[src/sv/tnm_pkg.sv]
// Shared types, constants and amplitude functions for the three-tone noise mixer.
`default_nettype none

package tnm_pkg;

  // Channel counts and field widths.
  localparam int unsigned NUM_TONES   = 3;
  localparam int unsigned RATE_W      = 17;
  localparam int unsigned FREQ_W      = 21;
  localparam int unsigned LEVEL_W     = 4;
  localparam int unsigned AMP_W       = 13;
  localparam int unsigned SAMPLE_W    = 16;
  localparam int unsigned CFG_IDX_W   = 3;
  localparam int unsigned CFG_DATA_W  = 21;
  localparam int unsigned DIFF_W      = 22;
  localparam int unsigned DIV_STEPS   = FREQ_W;
  localparam int unsigned DIV_CNT_W   = 5;

  // Amplitude constants.
  localparam int unsigned TONE_STEP   = 500;
  localparam int unsigned NOISE_START = 8;

  // Reset value of the half sample rate register.
  localparam logic [RATE_W-1:0] HALF_RATE_RST = RATE_W'(22050);

  // Configuration register indexes.
  localparam logic [CFG_IDX_W-1:0] CFG_HALF_RATE   = 3'd0;
  localparam logic [CFG_IDX_W-1:0] CFG_TONE0_FREQ  = 3'd1;
  localparam logic [CFG_IDX_W-1:0] CFG_TONE1_FREQ  = 3'd2;
  localparam logic [CFG_IDX_W-1:0] CFG_TONE2_FREQ  = 3'd3;
  localparam logic [CFG_IDX_W-1:0] CFG_TONE0_LEVEL = 3'd4;
  localparam logic [CFG_IDX_W-1:0] CFG_TONE1_LEVEL = 3'd5;
  localparam logic [CFG_IDX_W-1:0] CFG_TONE2_LEVEL = 3'd6;
  localparam logic [CFG_IDX_W-1:0] CFG_NOISE_LEVEL = 3'd7;

  // Configuration register contents.
  typedef struct packed {
    logic [RATE_W-1:0]                    half_rate;
    logic [NUM_TONES-1:0][FREQ_W-1:0]     freq;
    logic [NUM_TONES-1:0][LEVEL_W-1:0]    level;
    logic [LEVEL_W-1:0]                   noise_level;
  } tnm_cfg_t;

  // Commands from the controller to the datapath.
  typedef struct packed {
    logic       start;   // transaction accepted: form the sample sum
    logic       prep;    // subtract the frequency of channel ch
    logic       step;    // one restoring division step
    logic       finish;  // write back accumulator and polarity of channel ch
    logic       push;    // move the held sum into the output register
    logic [1:0] ch;
  } tnm_cmd_t;

  // Status from the datapath to the controller.
  typedef struct packed {
    logic neg;           // accumulator went negative after the subtraction
  } tnm_status_t;

  // Controller states.
  typedef enum logic [2:0] {
    ST_IDLE,
    ST_PREP,
    ST_DIV,
    ST_FIN,
    ST_PUSH
  } tnm_state_e;

  // Tone amplitude: level times the step.
  function automatic logic [AMP_W-1:0] tone_amp(input logic [LEVEL_W-1:0] level);
    tone_amp = AMP_W'(level) * AMP_W'(TONE_STEP);
  endfunction

  // Noise amplitude: silent below the start level, then rising by one step.
  function automatic logic [AMP_W-1:0] noise_amp(input logic [LEVEL_W-1:0] level);
    logic [LEVEL_W-1:0] offs;
    offs = level - LEVEL_W'(NOISE_START - 1);
    if (level < LEVEL_W'(NOISE_START)) begin
      noise_amp = '0;
    end else begin
      noise_amp = AMP_W'(offs) * AMP_W'(TONE_STEP);
    end
  endfunction

endpackage

`default_nettype wire

[src/sv/tnm_cfg_regs.sv]
// Configuration register file of the three-tone noise mixer.
`default_nettype none

module tnm_cfg_regs (
  input  wire logic                           clk_i,
  input  wire logic                           rst_ni,
  input  wire logic                           cfg_we_i,
  input  wire logic [tnm_pkg::CFG_IDX_W-1:0]  cfg_idx_i,
  input  wire logic [tnm_pkg::CFG_DATA_W-1:0] cfg_wdata_i,
  output tnm_pkg::tnm_cfg_t                   cfg_o
);
  import tnm_pkg::*;

  tnm_cfg_t cfg_q;
  tnm_cfg_t cfg_d;

  // Decode a write into the addressed register.
  always_comb begin
    cfg_d = cfg_q;
    if (cfg_we_i) begin
      case (cfg_idx_i)
        CFG_HALF_RATE:   cfg_d.half_rate   = cfg_wdata_i[RATE_W-1:0];
        CFG_TONE0_FREQ:  cfg_d.freq[0]     = cfg_wdata_i[FREQ_W-1:0];
        CFG_TONE1_FREQ:  cfg_d.freq[1]     = cfg_wdata_i[FREQ_W-1:0];
        CFG_TONE2_FREQ:  cfg_d.freq[2]     = cfg_wdata_i[FREQ_W-1:0];
        CFG_TONE0_LEVEL: cfg_d.level[0]    = cfg_wdata_i[LEVEL_W-1:0];
        CFG_TONE1_LEVEL: cfg_d.level[1]    = cfg_wdata_i[LEVEL_W-1:0];
        CFG_TONE2_LEVEL: cfg_d.level[2]    = cfg_wdata_i[LEVEL_W-1:0];
        CFG_NOISE_LEVEL: cfg_d.noise_level = cfg_wdata_i[LEVEL_W-1:0];
        default: cfg_d = cfg_q;
      endcase
    end
  end

  // Register storage with reset values.
  always_ff @(posedge clk_i or negedge rst_ni) begin
    if (!rst_ni) begin
      cfg_q <= '{half_rate: HALF_RATE_RST, freq: '0, level: '0, noise_level: '0};
    end else begin
      cfg_q <= cfg_d;
    end
  end

  assign cfg_o = cfg_q;

endmodule

`default_nettype wire

[src/sv/tnm_ctrl.sv]
// Controller state machine that sequences the tone channel updates.
`default_nettype none

module tnm_ctrl (
  input  wire logic                 clk_i,
  input  wire logic                 rst_ni,
  input  wire logic                 in_valid_i,
  output logic                      in_stall_o,
  output logic                      out_valid_o,
  input  wire logic                 out_stall_i,
  input  wire tnm_pkg::tnm_status_t status_i,
  output tnm_pkg::tnm_cmd_t         cmd_o
);
  import tnm_pkg::*;

  tnm_state_e           state_q, state_d;
  logic [1:0]           ch_q, ch_d;
  logic [DIV_CNT_W-1:0] cnt_q, cnt_d;
  logic                 out_valid_q, out_valid_d;
  logic                 out_free;
  logic                 last_ch;

  assign out_free = !out_valid_q || !out_stall_i;
  assign last_ch  = (ch_q == 2'(NUM_TONES - 1));

  // State register, channel and step counters, output valid.
  always_ff @(posedge clk_i or negedge rst_ni) begin
    if (!rst_ni) begin
      state_q     <= ST_IDLE;
      ch_q        <= '0;
      cnt_q       <= '0;
      out_valid_q <= 1'b0;
    end else begin
      state_q     <= state_d;
      ch_q        <= ch_d;
      cnt_q       <= cnt_d;
      out_valid_q <= out_valid_d;
    end
  end

  // Next state and commands.
  always_comb begin
    state_d     = state_q;
    ch_d        = ch_q;
    cnt_d       = cnt_q;
    out_valid_d = out_valid_q && out_stall_i;
    in_stall_o  = 1'b1;
    cmd_o       = '0;
    cmd_o.ch    = ch_q;

    case (state_q)
      ST_IDLE: begin
        in_stall_o = 1'b0;
        if (in_valid_i) begin
          cmd_o.start = 1'b1;
          ch_d        = '0;
          state_d     = ST_PREP;
        end
      end
      ST_PREP: begin
        cmd_o.prep = 1'b1;
        if (status_i.neg) begin
          cnt_d   = '0;
          state_d = ST_DIV;
        end else if (last_ch) begin
          state_d = ST_PUSH;
        end else begin
          ch_d = ch_q + 2'd1;
        end
      end
      ST_DIV: begin
        cmd_o.step = 1'b1;
        cnt_d      = cnt_q + DIV_CNT_W'(1);
        if (cnt_q == DIV_CNT_W'(DIV_STEPS - 1)) begin
          state_d = ST_FIN;
        end
      end
      ST_FIN: begin
        cmd_o.finish = 1'b1;
        if (last_ch) begin
          state_d = ST_PUSH;
        end else begin
          ch_d    = ch_q + 2'd1;
          state_d = ST_PREP;
        end
      end
      ST_PUSH: begin
        if (out_free) begin
          cmd_o.push  = 1'b1;
          out_valid_d = 1'b1;
          state_d     = ST_IDLE;
        end
      end
      default: state_d = ST_IDLE;
    endcase
  end

  assign out_valid_o = out_valid_q;

endmodule

`default_nettype wire

[src/sv/tnm_datapath.sv]
// Datapath: sample mixing, tone accumulators and the shared flip-count divider.
`default_nettype none

module tnm_datapath (
  input  wire logic                           clk_i,
  input  wire logic                           rst_ni,
  input  wire tnm_pkg::tnm_cfg_t              cfg_i,
  input  wire tnm_pkg::tnm_cmd_t              cmd_i,
  output tnm_pkg::tnm_status_t                status_o,
  input  wire logic                           resync_i,
  input  wire logic                           timer_out0_i,
  input  wire logic                           timer_out1_i,
  input  wire logic                           timer_out2_i,
  input  wire logic                           noise_bit_i,
  output logic signed [tnm_pkg::SAMPLE_W-1:0] mixed_sample_o
);
  import tnm_pkg::*;

  // Tone state: accumulators never go negative and fit in the rate width.
  logic [NUM_TONES-1:0][RATE_W-1:0] acc_q, acc_d;
  logic [NUM_TONES-1:0]             pos_q, pos_d;

  // Division state and held sample.
  logic [FREQ_W-1:0]          dvd_q, dvd_d;
  logic [RATE_W-1:0]          rem_q, rem_d;
  logic                       qbit_q, qbit_d;
  logic signed [SAMPLE_W-1:0] sum_q, sum_d;
  logic signed [SAMPLE_W-1:0] out_q, out_d;

  logic [RATE_W-1:0]          rate;
  logic [RATE_W-1:0]          acc_sel;
  logic [FREQ_W-1:0]          freq_sel;
  logic [DIFF_W-1:0]          diff;
  logic [FREQ_W-1:0]          deficit;
  logic [RATE_W:0]            trial;
  logic                       rem_nz;
  logic [NUM_TONES-1:0]       timer;
  logic [NUM_TONES-1:0]       pol;
  logic signed [SAMPLE_W-1:0] mix;

  // A zero half rate counts as one.
  assign rate  = (cfg_i.half_rate == '0) ? RATE_W'(1) : cfg_i.half_rate;
  assign timer = {timer_out2_i, timer_out1_i, timer_out0_i};

  // Select the channel being updated.
  always_comb begin
    case (cmd_i.ch)
      2'd0:    begin acc_sel = acc_q[0]; freq_sel = cfg_i.freq[0]; end
      2'd1:    begin acc_sel = acc_q[1]; freq_sel = cfg_i.freq[1]; end
      default: begin acc_sel = acc_q[2]; freq_sel = cfg_i.freq[2]; end
    endcase
  end

  // Accumulator minus frequency; a negative result needs flips.
  assign diff          = DIFF_W'(acc_sel) - DIFF_W'(freq_sel);
  assign deficit       = FREQ_W'(DIFF_W'(0) - diff);
  assign status_o.neg  = diff[DIFF_W-1];

  // One restoring division step on the deficit.
  assign trial  = {rem_q, dvd_q[FREQ_W-1]};
  assign rem_nz = (rem_q != '0);

  // Mix with polarities before this tick's advance (timer outputs on resync).
  always_comb begin
    pol = resync_i ? timer : pos_q;
    mix = '0;
    for (int i = 0; i < NUM_TONES; i++) begin
      if (pol[i]) begin
        mix = mix + $signed(SAMPLE_W'(tone_amp(cfg_i.level[i])));
      end else begin
        mix = mix - $signed(SAMPLE_W'(tone_amp(cfg_i.level[i])));
      end
    end
    if (noise_bit_i) begin
      mix = mix + $signed(SAMPLE_W'(noise_amp(cfg_i.noise_level)));
    end else begin
      mix = mix - $signed(SAMPLE_W'(noise_amp(cfg_i.noise_level)));
    end
  end

  // Next values of the datapath registers.
  always_comb begin
    acc_d  = acc_q;
    pos_d  = pos_q;
    dvd_d  = dvd_q;
    rem_d  = rem_q;
    qbit_d = qbit_q;
    sum_d  = sum_q;
    out_d  = out_q;

    if (cmd_i.start) begin
      pos_d = pol;
      sum_d = mix;
    end

    if (cmd_i.prep) begin
      if (diff[DIFF_W-1]) begin
        dvd_d  = deficit;
        rem_d  = '0;
        qbit_d = 1'b0;
      end else begin
        acc_d[cmd_i.ch] = diff[RATE_W-1:0];
      end
    end

    if (cmd_i.step) begin
      dvd_d = {dvd_q[FREQ_W-2:0], 1'b0};
      if (trial >= {1'b0, rate}) begin
        rem_d  = RATE_W'(trial - {1'b0, rate});
        qbit_d = 1'b1;
      end else begin
        rem_d  = trial[RATE_W-1:0];
        qbit_d = 1'b0;
      end
    end

    // Smallest flip count n = ceil(deficit / rate); new value rate*n - deficit.
    if (cmd_i.finish) begin
      acc_d[cmd_i.ch] = rem_nz ? (rate - rem_q) : '0;
      if (qbit_q ^ rem_nz) begin
        pos_d[cmd_i.ch] = !pos_q[cmd_i.ch];
      end
    end

    if (cmd_i.push) begin
      out_d = sum_q;
    end
  end

  // Tone state needs a reset; the rest is payload.
  always_ff @(posedge clk_i or negedge rst_ni) begin
    if (!rst_ni) begin
      acc_q <= '0;
      pos_q <= '0;
    end else begin
      acc_q <= acc_d;
      pos_q <= pos_d;
    end
  end

  always_ff @(posedge clk_i) begin
    dvd_q  <= dvd_d;
    rem_q  <= rem_d;
    qbit_q <= qbit_d;
    sum_q  <= sum_d;
    out_q  <= out_d;
  end

  assign mixed_sample_o = out_q;

endmodule

`default_nettype wire

[src/sv/three_tone_noise_sound_mixer_core.sv]
// Once a transaction is accepted, each tone channel in turn takes a prep step,
// plus division steps and a finish step when its accumulator goes negative,
// on the shared one-bit-per-cycle divider (21 steps) that counts the flips.
// Then the sample is pushed once the output is free; then a new one is accepted.
// Reset clears accumulators and polarities (negative) and loads register
// defaults; there is no clearing pass.
`default_nettype none

module three_tone_noise_sound_mixer_core (
  input  wire logic                           clk_i,
  input  wire logic                           rst_ni,
  input  wire logic                           cfg_we_i,
  input  wire logic [tnm_pkg::CFG_IDX_W-1:0]  cfg_idx_i,
  input  wire logic [tnm_pkg::CFG_DATA_W-1:0] cfg_wdata_i,
  input  wire logic                           in_valid_i,
  output logic                                in_stall_o,
  input  wire logic                           resync_i,
  input  wire logic                           timer_out0_i,
  input  wire logic                           timer_out1_i,
  input  wire logic                           timer_out2_i,
  input  wire logic                           noise_bit_i,
  output logic                                out_valid_o,
  input  wire logic                           out_stall_i,
  output logic signed [tnm_pkg::SAMPLE_W-1:0] mixed_sample_o
);
  import tnm_pkg::*;

  tnm_cfg_t    cfg;
  tnm_cmd_t    cmd;
  tnm_status_t status;

  // Configuration registers.
  tnm_cfg_regs u_cfg (
    .clk_i       (clk_i),
    .rst_ni      (rst_ni),
    .cfg_we_i    (cfg_we_i),
    .cfg_idx_i   (cfg_idx_i),
    .cfg_wdata_i (cfg_wdata_i),
    .cfg_o       (cfg)
  );

  // Sequencer.
  tnm_ctrl u_ctrl (
    .clk_i       (clk_i),
    .rst_ni      (rst_ni),
    .in_valid_i  (in_valid_i),
    .in_stall_o  (in_stall_o),
    .out_valid_o (out_valid_o),
    .out_stall_i (out_stall_i),
    .status_i    (status),
    .cmd_o       (cmd)
  );

  // Mixing and tone update datapath.
  tnm_datapath u_dp (
    .clk_i          (clk_i),
    .rst_ni         (rst_ni),
    .cfg_i          (cfg),
    .cmd_i          (cmd),
    .status_o       (status),
    .resync_i       (resync_i),
    .timer_out0_i   (timer_out0_i),
    .timer_out1_i   (timer_out1_i),
    .timer_out2_i   (timer_out2_i),
    .noise_bit_i    (noise_bit_i),
    .mixed_sample_o (mixed_sample_o)
  );

endmodule

`default_nettype wire
[config.mk]
export PLATFORM = sky130hd
export DESIGN_NAME = three_tone_noise_sound_mixer_core
export DESIGN_NICKNAME = d
export VERILOG_FILES = /design/src/sv/tnm_pkg.sv /design/src/sv/tnm_cfg_regs.sv /design/src/sv/tnm_ctrl.sv /design/src/sv/tnm_datapath.sv /design/src/sv/three_tone_noise_sound_mixer_core.sv
export SDC_FILE = /design/constraint.sdc
export NUM_CORES = 1
export LEC_CHECK = 0
export ABC_AREA = 1
export BUFFER_PORTS_ARGS = -buffer_cell sky130_fd_sc_hd__buf_2
export CAP_MARGIN = 10
export CORE_ASPECT_RATIO = 0.8
export CORE_MARGIN = 1
export CORE_UTILIZATION = 40
export CTS_CLUSTER_DIAMETER = 30
export DETAILED_ROUTE_END_ITERATION = 6
export GPL_TIMING_DRIVEN = 0
export PLACE_DENSITY = 0.55
export SLEW_MARGIN = 0
export SYNTH_ARGS = -nofsm -noshare
export SYNTH_HDL_FRONTEND = slang
export SYNTH_SLANG_ARGS = --single-unit
[constraint.sdc]
create_clock -name clk_i -period 7.82 [get_ports clk_i]
set_input_delay 1.564 -clock clk_i [delete_from_list [all_inputs] [get_ports clk_i]]
set_output_delay 1.564 -clock clk_i [all_outputs]
set_load 0.005 [all_outputs]
# [After elaboration in Yosys (flattened, before gate mapping)]
# Index checks and enable logic that the tools add are counted.
[word_totals] reg_bits=232 inputBits=34 elab_cells=154
[classes] add_sub_neg=14 n_mul=4 n_lt_le_gt_ge=4 n_eq_ne=20 n_mux=61 bitwise=1 n_reduce_logical=28
[ops] op="$mux W51" n=3
[ops] op="$mux W17" n=7
[ops] op="$bwmux W51" n=2
[ops] op="$mux W16" n=4
[ops] op="$mux W21" n=3
[ops] op="$add A16 B14 Y16" n=3
[ops] op="$sub A16 B14 Y16" n=3
[ops] op="$mul A4 B7 Y11 const B" n=4
[ops] op="$pmux W21 S2" n=1
[ops] op="$mux W13" n=3
[ops] op="$demux W17 S2" n=1
[ops] op="$pmux W17 S2" n=1
[ops] op="$sub A17 B17 Y17" n=2
[ops] op="$mux W3" n=10
[ops] op="$reduce_and A2 Y1" n=11
[ops] op="$sub A17 B21 Y22" n=1
[ops] op="$sub A1 B21 Y21 const A" n=1
[ops] op="$ge A18 B17 Y1" n=1
[ops] op="$logic_not A17 Y1" n=1
[ops] op="$reduce_bool A17 Y1" n=1
[ops] op="$mux W1" n=16
[ops] op="$eq A3 B3 Y1 const B" n=5
[ops] op="$pmux W3 S5" n=1
[ops] op="$sub A1 B13 Y14 const A" n=1
[ops] op="31 further kinds" n=46

# [Longest topological paths before layout]
# Gate-level depths: netlist of the first run.
[depth] ltp_word=9 depth_mapped=35 depth_no_buf=35

# [Modules after synthesis]
# Synthesis of the first run repeated with hierarchy kept, for this count alone.
[hier_totals] cells_unflattened=2388 area_unflattened_um2=18250.0
[modules_own_cells] module="tnm_datapath" instances=1 cells_each=1865 area_each_um2=13669.4 seq_area_each_um2=3353.2
[modules_own_cells] module="tnm_cfg_regs" instances=1 cells_each=436 area_each_um2=3881.2 seq_area_each_um2=2409.8
[modules_own_cells] module="tnm_ctrl" instances=1 cells_each=87 area_each_um2=699.4 seq_area_each_um2=275.3

# [Worst setup path before layout of the first run]
# No wires, ideal clock.
[synth_timing] path_type="in2reg" from="input port resync_i" to="register u_dp.sum_q[15], data pin" setup_ns=0.253 arrival_time_ns=5.464 path_slack_ns=2.103 cell_stages=27 n_path_buf=0 path_cell_list="o21ai_1 > clkinv_1 > o21ai_0 > ha_1 > a21o_1 > a31oi_1 > o21ai_0 > a31oi_1 > xnor2_1 > ha_1 > nand2_1 > o21ai_0 > a21oi_1 > nor2_1 > nor2_1 > o21bai_1 > xnor2_1 > inv_1 > ha_1 > a21oi_1 > o21ai_0 > nand2_1 > inv_1 > o21ai_0 > nand2_1 > nand3_1 > nand2_1"
[synth_via] elab_chain_cells=8 elab_cells_between_ends=11 classes_between="add/sub: 6; mux: 5"
[synth_rtl] item="start: declaration" line="three_tone_noise_sound_mixer_core.sv:17" rtl="input wire logic resync_i,"
[synth_rtl] item="$mux W3 *" line="tnm_datapath.sv:65" rtl="pol = resync_i ? timer : pos_q;"
[synth_rtl] item="$mux W16" line="tnm_datapath.sv:68" rtl="if (pol[i]) begin"
[synth_rtl] item="$sub A16 B14 Y16 / $add A16 B14 Y16 (equally long branches)" line="tnm_datapath.sv:71, tnm_datapath.sv:69"
[synth_rtl] item="$mux W16" line="tnm_datapath.sv:68"
[synth_rtl] item="$sub A16 B14 Y16 / $add A16 B14 Y16 (equally long branches)" line="tnm_datapath.sv:71, tnm_datapath.sv:69"
[synth_rtl] item="$mux W16 *" line="tnm_datapath.sv:68"
[synth_rtl] item="$sub A16 B14 Y16 / $add A16 B14 Y16 (equally long branches)" line="tnm_datapath.sv:77, tnm_datapath.sv:75"
[synth_rtl] item="$mux W16 *" line="tnm_datapath.sv:74" rtl="if (noise_bit_i) begin"
[synth_rtl] item="named net u_dp.mix[15]" line="tnm_datapath.sv:39" rtl="logic signed [SAMPLE_W-1:0] mix;"
[synth_rtl] item="end signal: assignment" line="tnm_datapath.sv:145" rtl="sum_q <= sum_d;"
[synth_rtl] item="end: declaration" line="tnm_datapath.sv:27" rtl="logic signed [SAMPLE_W-1:0] sum_q, sum_d;"
# The timed path passes the listed nets; every way through them passes the cells marked *.
# A chain may end at the register's enable or synchronous reset.

# [Final worst setup path of the first run]
[layout_timing] from="register u_cfg.cfg_q (netlist bit u_cfg.cfg_o[9])" to="register u_dp.sum_q[15], data pin"
[layout_via] elab_chain_cells=7 elab_cells_between_ends=10 classes_between="add/sub: 6; mul: 1; mux: 3"
[layout_rtl] item="start: declaration" line="tnm_cfg_regs.sv:14" rtl="tnm_cfg_t cfg_q;"
[layout_rtl] item="start signal: assignment" line="tnm_cfg_regs.sv:38" rtl="cfg_q <= '{half_rate: HALF_RATE_RST, freq: '0, level: '0, noise_level: '0};"
[layout_rtl] item="start signal: assignment" line="tnm_cfg_regs.sv:40" rtl="cfg_q <= cfg_d;"
[layout_rtl] item="$mul A4 B7 Y11 *" line="tnm_pkg.sv:70" rtl="tone_amp = AMP_W'(level) * AMP_W'(TONE_STEP);"
[layout_rtl] item="$sub A16 B14 Y16 / $add A16 B14 Y16 (equally long branches)" line="tnm_datapath.sv:71, tnm_datapath.sv:69"
[layout_rtl] item="$mux W16 *" line="tnm_datapath.sv:68"
[layout_rtl] item="$sub A16 B14 Y16 / $add A16 B14 Y16 (equally long branches)" line="tnm_datapath.sv:71, tnm_datapath.sv:69"
[layout_rtl] item="$mux W16 *" line="tnm_datapath.sv:68"
[layout_rtl] item="$sub A16 B14 Y16 / $add A16 B14 Y16 (equally long branches)" line="tnm_datapath.sv:77, tnm_datapath.sv:75"
[layout_rtl] item="$mux W16 *" line="tnm_datapath.sv:74"
[layout_rtl] item="named net u_dp.mix[15]" line="tnm_datapath.sv:39"
# Marks and branches as above.

==> results by group, run 1 <==
Floorplan
  – Die ar.: between 0.04 and 0.05 mm²
  – Die extent in y: approximately 190 µm
  – Die W: approximately 240 µm
  – Num rows: 68
  – Core ar.: ~0.043 mm²
  – Starting density of the core: 40.8%
  – # IOs: 52

Worst setup path
  – Crit path buf inv count: 4
  – CP Data Required Time: just over 8000 ps
  – CP Launch Type: flip-flop
  – Critical Path Sink: u_dp.sum_q[15]
  – Worst path depth: 33
  – Worst r2r src: u_cfg.cfg_o[9]
  – CP delay by family, top: adder cells
  – Worst Reg2Reg Path Length in Cells: 33
  – CP Max Fanout: 7
  – R2R setup slack: between 1000 and 1500 ps
  – Slowest Stage Delay on Critical Path: 700 ps
  – Crit end category: flip-flop
  – Worst setup startpoint: u_cfg.cfg_o[9]
  – CP Class: flip-flop to flip-flop
  – CP arrival: around 7000 ps
  – Crit-path most repeated cell: nand2_1
  – Reg2reg end: u_dp.sum_q[15]
  – Worst path slowest cell: fa_1

Drt
  – DRT antenna net count: 0
  – Via/cell ratio: around 5.3
  – Vias: between 15000 and 20000
  – Routed len/inst: roughly 18 µm
  – Drt total wl: ~53000 µm
  – Starting DRC count in detailed routing: 1461
  – Router iterations before antenna repair: 7
  – DRC: 0

Placed design
  – Cells after DPL: approximately 2900
  – Detailed placer's ending HPWL: 40800 µm
  – Setup slack at placement: slightly below 700 ps
  – IO Port Bufs: approximately 50
  – Placer Congestion: a little over 0.9

Clock tree
  – H-tree depth: 2
  – Post-CTS setup buffer count: 0
  – Root Driver: clkbuf_16
  – Clk slew on worst S/H paths: approximately 40 ps
  – Hold buffer count at CTS: 0
  – CTS tree: done
  – Number of CTS-inserted buffers: 59
  – Clk_lat worst skew: roughly 620 ps
  – Clk sink count: 228
  – Post-CTS Resized: 0
  – Deepest clock path buffer count: 3

GRT
  – Gr usage total: 23.6%
  – First-pass GRT wire length: 82600 µm
  – Initial antenna violation count: 2
  – Vias in the first global route: ~15000
  – Largest net degree at the start of global routing: 97
  – Total grt overflow: 0

Cells and area
  – Area of the multi-input gates: 0.0102 mm²
  – Reg area: about 0.006 mm²
  – Fillers: around 4300
  – Nets: 2614
  – Final std cells w/o fill: 2998
  – Area grow syn2layout: 16.9%
  – Share of layout cells above drive strength 1: between 8 and 9%
  – Diode count: 0

Run
  – Max-cap violations: 0

Timing
  – Unrepaired setup endpoints after global routing: no
  – Final setup violation count: 0
  – Final slew viol count: 0
  – TNS Setup: 0 ps
  – Crit share post-route: approximately 85%
  – Final Worst Setup Slack: 1170 ps
  – Fmax achieved: between 150 and 200 MHz
  – Min Clock Period, post-route: between 6000 and 7000 ps
  – Least-Margin Pin Slew: between 1000 and 1500 ps
  – Final Hold Viols: 0
  – Worst clock skew: 27.1 ps
  – Slew HR: between 30% and 40%

Logic synthesis
  – Warnings from Yosys: 0
  – Seq cells post-synth: between 200 and 250
  – Ys async rst share: around 71%
  – Mean post-synth cell area: between 7 and 8 µm²
  – Post-synth EDFFs: 66
  – Mapped Area: 0.0177 mm²
  – Unique masters post-synth: 58
  – Gate Count Post-Synth: between 2000 and 2500
  – Top_reg_cell synth: dfrtp_1
  – Sequential cell area fraction in the yosys report: 34.2%

Hold path
  – Hold Crit Class: flip-flop to flip-flop

Status
  – Status: finished, final reports clean
-- per-stage QoR --
| step | hold WS, ps | area (µm²) | util, % |
|---|---|---|---|
| 2_1_floorplan | 400 | 17700 | - |
| 3_3_place_gp | 405 | 18600 | 43.0 |
| 4_1_cts | 417 | 20600 | 47.7 |
| 5_1_grt | 418 | 20600 | 47.7 |
| 3_5_place_dp | 407 | 18700 | 43.1 |
| 6_report | 416 | 20600 | 47.7 |
-- registers in the layout, summed over array words and instances (netlist names) --
register,cells
u_ctrl.out_valid_o,1
u_dp.mixed_sample_o,14
u_dp.pos_q,3
u_ctrl.cnt_q,5
u_dp.qbit_q,1
u_dp.acc_q,51
u_ctrl.state_q,3
u_dp.sum_q,14
u_cfg.cfg_o,96
u_dp.dvd_q,21
u_dp.rem_q,17
u_ctrl.ch_q,2
-- cell usage after synthesis, types with 5 or more instances --
master    instances  area, µm²
o21bai_1          6       45.0
a22oi_1          12       90.1
dfstp_2           6        158
nor3_1           16       80.1
xnor2_1          48        420
clkbuf_1         49        184
a31oi_1           7       43.8
nand3b_1          5       37.5
a21oi_1         200       1000
a21o_1            7       52.6
ha_1            157       1960
dfrtp_1         155       3880
buf_2             8       40.0
inv_2             5       18.8
nor4_1            6       37.5
nand3_1         124        621
inv_1           290       1090
xor2_1           62        543
o21ai_1           8       40.0
nand2_1         497       1870
o21ai_0         240       1200
buf_1             7       26.3
edfxtp_1         66       1980
fa_1             34        681
mux2i_1           5       50.1
nor2_1          133        499
a22o_1           21        184
buf_4             5       37.5
o211ai_1          9       67.6
nand4_1          27        169
nor2_2            5       31.3
or2_2            10       62.6
-- area by class of cell --
class,count,area share (%)
clock inverters,34,1.82
well taps,560,3.39
flip-flops and latches,228,29.3
clock buffers,76,7.67
plain buffers,70,1.42
multi-input cells,1680,49.5
inverters,298,5.42
repair buffers,52,1.54
-- logic make-up after synthesis --
group	after synthesis	share of synthesized area [%]
XOR/XNOR	115	6.04
adder cells (fa/ha/maj)	191	15.0
multiplexers	5	0.283
AO/OA/AOI/OAI	533	16.6
other	1	0.0212
AND/OR/NAND/NOR	834	19.9
buffers and inverters	368	7.99
flip-flops	228	34.2
-- worst min path at each step --
stage	to	start	slack (ps)	depth (start not counted)
after floorplan	u_dp.mixed_sample_o[10]	u_dp.sum_q[10]	400	0
after global placement	u_dp.mixed_sample_o[15]	u_dp.sum_q[15]	400	0
after detailed placement	u_dp.mixed_sample_o[12]	u_dp.sum_q[12]	410	0
after CTS	u_dp.mixed_sample_o[14]	u_dp.sum_q[14]	420	0
after global routing	u_dp.mixed_sample_o[15]	u_dp.sum_q[15]	420	0
final	u_dp.mixed_sample_o[14]	u_dp.sum_q[14]	420	0
-- placed cells by master (no fill, tap or decap), types with 5 or more instances in the layout --
master and n:
buf_2 56, mux2i_1 5, xnor2_1 48, nand2_2 5, a31oi_1 7, o211ai_1 9
xor2_1 62, bufinv_16 6, buf_1 7, nand3_1 124, clkbuf_1 64, inv_1 290
nor3_1 16, edfxtp_1 66, a21oi_1 200, clkinv_2 10, nand2_1 496, nor2_2 6
a22o_1 21, clkbuf_16 61, ha_1 157, nor2_1 132, inv_2 5, o21ai_1 8
nand4_1 27, fa_1 34, o21bai_1 6, nand3b_1 5, dfrtp_1 155, a21o_1 7
or2_2 10, clkinv_1 9, dfstp_2 6, a22oi_1 12, buf_4 5, nor4_1 6
clkinvlp_4 9, o21ai_0 240
-- per-layer routing --
metal / global-route usage, % / share of wire, % / up-vias
met4: 7.09 / 2.4 / 2
met5: 1.62 / 0.18 / -
met1: 36.8 / 51 / 7446
met2: 32.0 / 39 / 484
met3: 4.89 / 7.7 / 96
li1: - / - / 7817
Power of run 1 is not shown: default switching activity piles up to over one toggle a cycle in this logic, so the estimate is an artifact.
==> run 2: changes to the inputs <==
PLACE_DENSITY = 0.57   (was 0.55)
clock period = 6.05 ns   (was 7.82 ns; I/O delays follow)
==> results by group, run 2 (synthesis results as in run 1) <==
Clock tree
  – Clk sink count: around 230
  – Root Driver: clkbuf_16
  – Number of CTS-inserted buffers: 55
  – Clk slew on worst S/H paths: 50 ps
  – Deepest clock path buffer count: 3
  – Clk_lat worst skew: 600 ps
  – Hold buffer count at CTS: 0
  – CTS tree: done
  – H-tree depth: 2

Floorplan
  – Die extent in y: ~190 µm
  – Core ar.: around 0.043 mm²
  – Die W: about 240 µm
  – Num rows: approximately 70
  – # IOs: 52
  – Die ar.: between 0.04 and 0.05 mm²
  – Starting density of the core: 40.8%

GRT
  – Total grt overflow: 0
  – Initial antenna violation count: 0
  – First-pass GRT wire length: around 84000 µm
  – Largest net degree at the start of global routing: roughly 110
  – Gr usage total: between 20% and 30%
  – Vias in the first global route: ~15000

Drt
  – Starting DRC count in detailed routing: approximately 1300
  – Vias: roughly 16000
  – Via/cell ratio: around 5.3
  – Routed len/inst: between 15 and 20 µm
  – DRC: 0
  – Router iterations before antenna repair: 5
  – DRT antenna net count: 0
  – Drt total wl: approximately 53000 µm

Placed design
  – Detailed placer's ending HPWL: roughly 41000 µm
  – Placer Congestion: 0.942
  – IO Port Bufs: just under 50

Timing
  – Unrepaired setup endpoints after global routing: yes
  – Final setup violation count: 0
  – Worst clock skew: between 10 and 15 ps
  – Final slew viol count: 0
  – Slew HR: between 30% and 40%
  – Least-Margin Pin Slew: ~950 ps
  – Fmax achieved: ~170 MHz
  – TNS Setup: 0 ps
  – Crit share post-route: 97.2%
  – Final Hold Viols: 0
  – Min Clock Period, post-route: 5880 ps

Worst setup path
  – Worst path slowest cell: fa_2
  – Crit-path most repeated cell: a21oi_2
  – Slowest Stage Delay on Critical Path: slightly below 600 ps
  – R2R setup slack: between 150 and 200 ps
  – CP Launch Type: flip-flop
  – CP Data Required Time: 6390 ps
  – CP Max Fanout: 4
  – Crit end category: flip-flop
  – CP Class: flip-flop to flip-flop
  – CP arrival: 6220 ps

Cells and area
  – Nets: between 2000 and 3000
  – Share of layout cells above drive strength 1: between 10% and 20%
  – Most frequent cells in the layout: 490 x nand2_1, 285 x inv_1, 231 x o21ai_0
  – Leading cell type in the layout, fill and taps excluded: nand2_1
  – Max FFs per register: 96
  – Area grow syn2layout: 19.8%

Run
  – Max-cap violations: 0

Hold path
  – Hold Crit Class: flip-flop to flip-flop

Status
  – Status: finished, final reports clean
==> run 2: final cells by class <==
type                       instances  area, µm²
timing repair buffer              74        492
multi-input combinational       1680      10600
inverter                         298       1120
sequential                       228       6050
fill                            4261      22200
clock inverter                    29        313
clock buffer                      73       1600
buffer                            70        293
antenna                            1       2.50
tap                              560        701
==> run 2: critical path: cells and delay by family (launching register included) <==
family | cells | cell delay, ps
xor gates and xnor gates | 3 | 590
adders and majority gates | 6 | 2150
DFF | 1 | 440
AOI/OAI and AO/OA | 9 | 1140
and+or+nand+nor | 7 | 660
buffers and inverters | 6 | 640
==> run 2: routing by layer <==
layer | global-route usage (%) | part of all wire [%] | vias up
met2 | 33.4 | 40 | 496
met5 | 0 | 0 | -
li1 | - | - | 7864
met4 | 6.19 | 1.9 | 0
met1 | 36.5 | 50 | 7527
met3 | 5.57 | 8.0 | 79
==> run 2: worst paths after layout <==
| path | end | startpoint | depth (start not counted) |
|---|---|---|---|
| worst min register to register | u_dp.mixed_sample_o[5] | u_dp.sum_q[5] | 0 |
| worst min-delay path | u_dp.mixed_sample_o[5] | u_dp.sum_q[5] | 0 |
| worst max register to register | u_dp.sum_q[15] | u_cfg.cfg_o[5] | 31 |
| min in group asynchronous | u_ctrl.cnt_q[1] | rst_ni | 1 |
| worst max-delay path | u_dp.sum_q[15] | u_cfg.cfg_o[5] | 31 |
| max in group asynchronous | u_cfg.cfg_o[44] | rst_ni | 2 |
==> run 2: through the flow <==
stage | area [µm²] | util, % | cells | hold slack, ps | setup slack, ps
after floorplan | 17700 | - | 2276 | 400 | 358
after global placement | 18600 | 43.0 | 2885 | 403 | -586
after detailed placement | 18700 | 43.1 | 2887 | 405 | -647
after CTS | 20800 | 48.0 | 3001 | 413 | 13.6
after global routing | 21200 | 48.8 | 3012 | 419 | -98.4
final | 21200 | 48.9 | 3013 | 410 | 167
==> run 2: repair_timing <==
action                                  in CTS  in global routing
buffers inserted                            12                 11
resized for setup                           24                 62
pin swaps                                    9                 42
endpoints found under the hold margin        0                  0
endpoints found under the setup margin       3                  3
Power of run 2 is left out for the same reason.
==> run 3: changes to the inputs <==
ABC_AREA = not set   (was 1)
ABC_CLOCK_PERIOD_IN_PS = 6050   (was not set)
==> results by group, run 3 <==
Worst setup path
  – Worst path slowest cell: fa_2
  – CP arrival: 6270 ps
  – CP Data Required Time: ~6400 ps
  – CP Class: flip-flop to flip-flop
  – CP Max Fanout: 6
  – Slowest Stage Delay on Critical Path: 610 ps
  – CP Launch Type: flip-flop
  – Worst Reg2Reg Path Length in Cells: 28
  – Crit end category: flip-flop

Logic synthesis
  – Seq cells post-synth: approximately 230
  – Unique masters post-synth: 77
  – Multiplexer share of the synthesized area: about 8.9%
  – Synth top cells by count: 177 x nand2_1, 157 x ha_1, 155 x dfrtp_1, 150 x a21oi_1, 130 x inv_1
  – Post-synth EDFFs: 66
  – Warnings from Yosys: 0
  – Mean post-synth cell area: 9.52 µm²
  – Gate Count Post-Synth: about 1800
  – Cell taking the most area after synthesis: dfrtp_1
  – Mapped Area: around 0.017 mm²
  – Ys async rst share: 70.6%
  – Synth Area in Adders: between 15 and 20%
  – Most frequent cell after synthesis: nand2_1
  – Area share of xor/xnor cells in the synthesized design: between 7 and 8%
  – Simple-Gate Fraction of Synth Area: 11.9%
  – Top_reg_cell synth: dfrtp_1
  – Main combinational cell family by area after synthesis: compound AO/OA/AOI/OAI gates
  – Yosys top cell area share: a little under a quarter
  – Sequential cell area fraction in the yosys report: between 30% and 40%
  – Compound-Gate Fraction of Synth Area: between 10% and 20%
  – Area contributors post-synth: dfrtp_1 23%, edfxtp_1 12%, ha_1 11%, mux2_2 6.0%, xnor2_1 4.8%

GRT
  – Initial antenna violation count: 4
  – Gr usage total: 21.4%
  – Largest net degree at the start of global routing: a little over 90
  – Vias in the first global route: about 14000
  – Total grt overflow: 0
  – First-pass GRT wire length: between 70000 and 80000 µm

Cells and area
  – Share of layout cells above drive strength 1: 19.5%
  – Most frequent cells in the layout: 176 x nand2_1, 149 x ha_1, 148 x dfrtp_1
  – Final core occ: slightly below 50%
  – Max FFs per register: 96
  – Design area: about 0.021 mm²
  – Nets: 2175
  – Leading cell type in the layout, fill and taps excluded: nand2_1
  – Final std cells w/o fill: ~2600
  – Area grow syn2layout: 20.8%

Placed design
  – Cells after DPL: 2416
  – Detailed placer's ending HPWL: 34600 µm
  – DP Area: ~0.018 mm²
  – IO Port Bufs: between 40 and 50
  – Placer Congestion: 0.849

Drt
  – Routed len/inst: roughly 18 µm
  – DRC: 3
  – Router iterations before antenna repair: 6
  – Via/cell ratio: ~5.3
  – Vias: between 10000 and 15000
  – Starting DRC count in detailed routing: 802
  – DRT antenna net count: 0
  – Drt total wl: around 46000 µm

Timing
  – Least-Margin Pin Slew: 1010 ps
  – Min Clock Period, post-route: 5930 ps
  – Crit share post-route: 98.1%
  – Unrepaired setup endpoints after global routing: yes
  – Final setup violation count: 0
  – Final Hold Viols: 0
  – Fmax achieved: 169 MHz
  – Worst clock skew: about 26 ps
  – Slew HR: approximately 32%
  – Final slew viol count: 0

Hold path
  – Hold Crit Class: flip-flop to flip-flop
  – WHS Path Cells: 0

Floorplan
  – Die W: about 230 µm
  – Starting density of the core: approximately two fifths
  – Core ar.: around 0.042 mm²
  – Die ar.: 0.0439 mm²
  – Num rows: 67
  – # IOs: 52
  – Die extent in y: roughly 190 µm

Clock tree
  – Root Driver: clkbuf_16
  – Clk sink count: about 230
  – Clk slew on worst S/H paths: approximately 50 ps
  – Clk_lat worst skew: 590 ps
  – Deepest clock path buffer count: 3
  – Number of CTS-inserted buffers: between 50 and 60
  – H-tree depth: 2
  – Hold buffer count at CTS: 0
  – CTS tree: done

Status
  – Failing checks: DRC
  – Status: finished with violations

Run
  – Max-cap violations: 0
run 3: cell types whose count changed in the layout (fill, tap and decap cells not counted), moves of 17 or more:
cell and change:
nand2_1 -314, inv_1 -160, o21ai_0 -137, nand3_1 -106, mux2_2 +92, xnor2_1 +47, a21oi_1 -45, mux2i_1 +43
a21o_1 +22, nor2_1 -20, nand2b_1 +18, o21a_1 +17
run 3: stage by stage:
step           hold WS (ps)  worst slack (ps)  TNS (ps)
2_1_floorplan           400               112         0
3_3_place_gp            403              -755    -28550
3_5_place_dp            405              -831     -2500
4_1_cts                 418              4.89         0
5_1_grt                 424              -216      -264
6_report                417               117         0
run 3: area by class of cell:
cell class | instances | area (µm²)
Clock inverter | 46 | 448
Buffer | 70 | 292
Sequential cell | 228 | 6050
Timing Repair Buffer | 82 | 549
Multi-Input combinational cell | 1382 | 10800
Clock buffer | 60 | 1480
Tap cell | 552 | 691
Inverter | 130 | 488
Fill cell | 3896 | 21400
Antenna cell | 4 | 10.0
run 3: cells by family after synthesis:
family,Yosys count
adders and majority gates,191
and+or+nand+nor,443
buffers and inverters,201
muxes,142
DFF,228
xor gates and xnor gates,155
other,1
AOI/OAI and AO/OA,449
run 3: timing repair:
| action | in CTS | in global routing |
|---|---|---|
| resized for setup | 39 | 64 |
| pin swaps | 17 | 49 |
| setup buffers | 12 | 17 |
| endpoints found under the setup margin | 23 | 36 |
run 3: path summary, 6_finish.rpt:
kind                                     start                endpoint  slack, ps
worst max register to register  u_cfg.cfg_o[9]          u_dp.sum_q[15]        120
worst min register to register   u_dp.sum_q[6]  u_dp.mixed_sample_o[6]        420
worst min-delay path             u_dp.sum_q[6]  u_dp.mixed_sample_o[6]        420
worst max-delay path            u_cfg.cfg_o[9]          u_dp.sum_q[15]        120
max in group asynchronous               rst_ni          u_cfg.cfg_o[5]       4490
min in group asynchronous               rst_ni         u_cfg.cfg_o[57]        610
run 3: critical path: cells and delay by family, from the launching register on:
| kind | cells | cell delay (ps) |
|---|---|---|
| XOR/XNOR | 6 | 820 |
| flip-flops | 1 | 460 |
| AND/OR/NAND/NOR | 7 | 740 |
| buffers and inverters | 2 | 90 |
| AO/OA/AOI/OAI | 7 | 1370 |
| adder cells (fa/ha/maj) | 6 | 2230 |
run 3: per-layer routing:
| metal | GRT usage, % | wire length (µm) |
|---|---|---|
| met5 | 0 | 0 |
| met4 | 6.52 | 1110 |
| met3 | 4.77 | 2510 |
| met2 | 30.7 | 19400 |
| met1 | 31.6 | 23200 |
Power of run 3 is left out for the same reason.
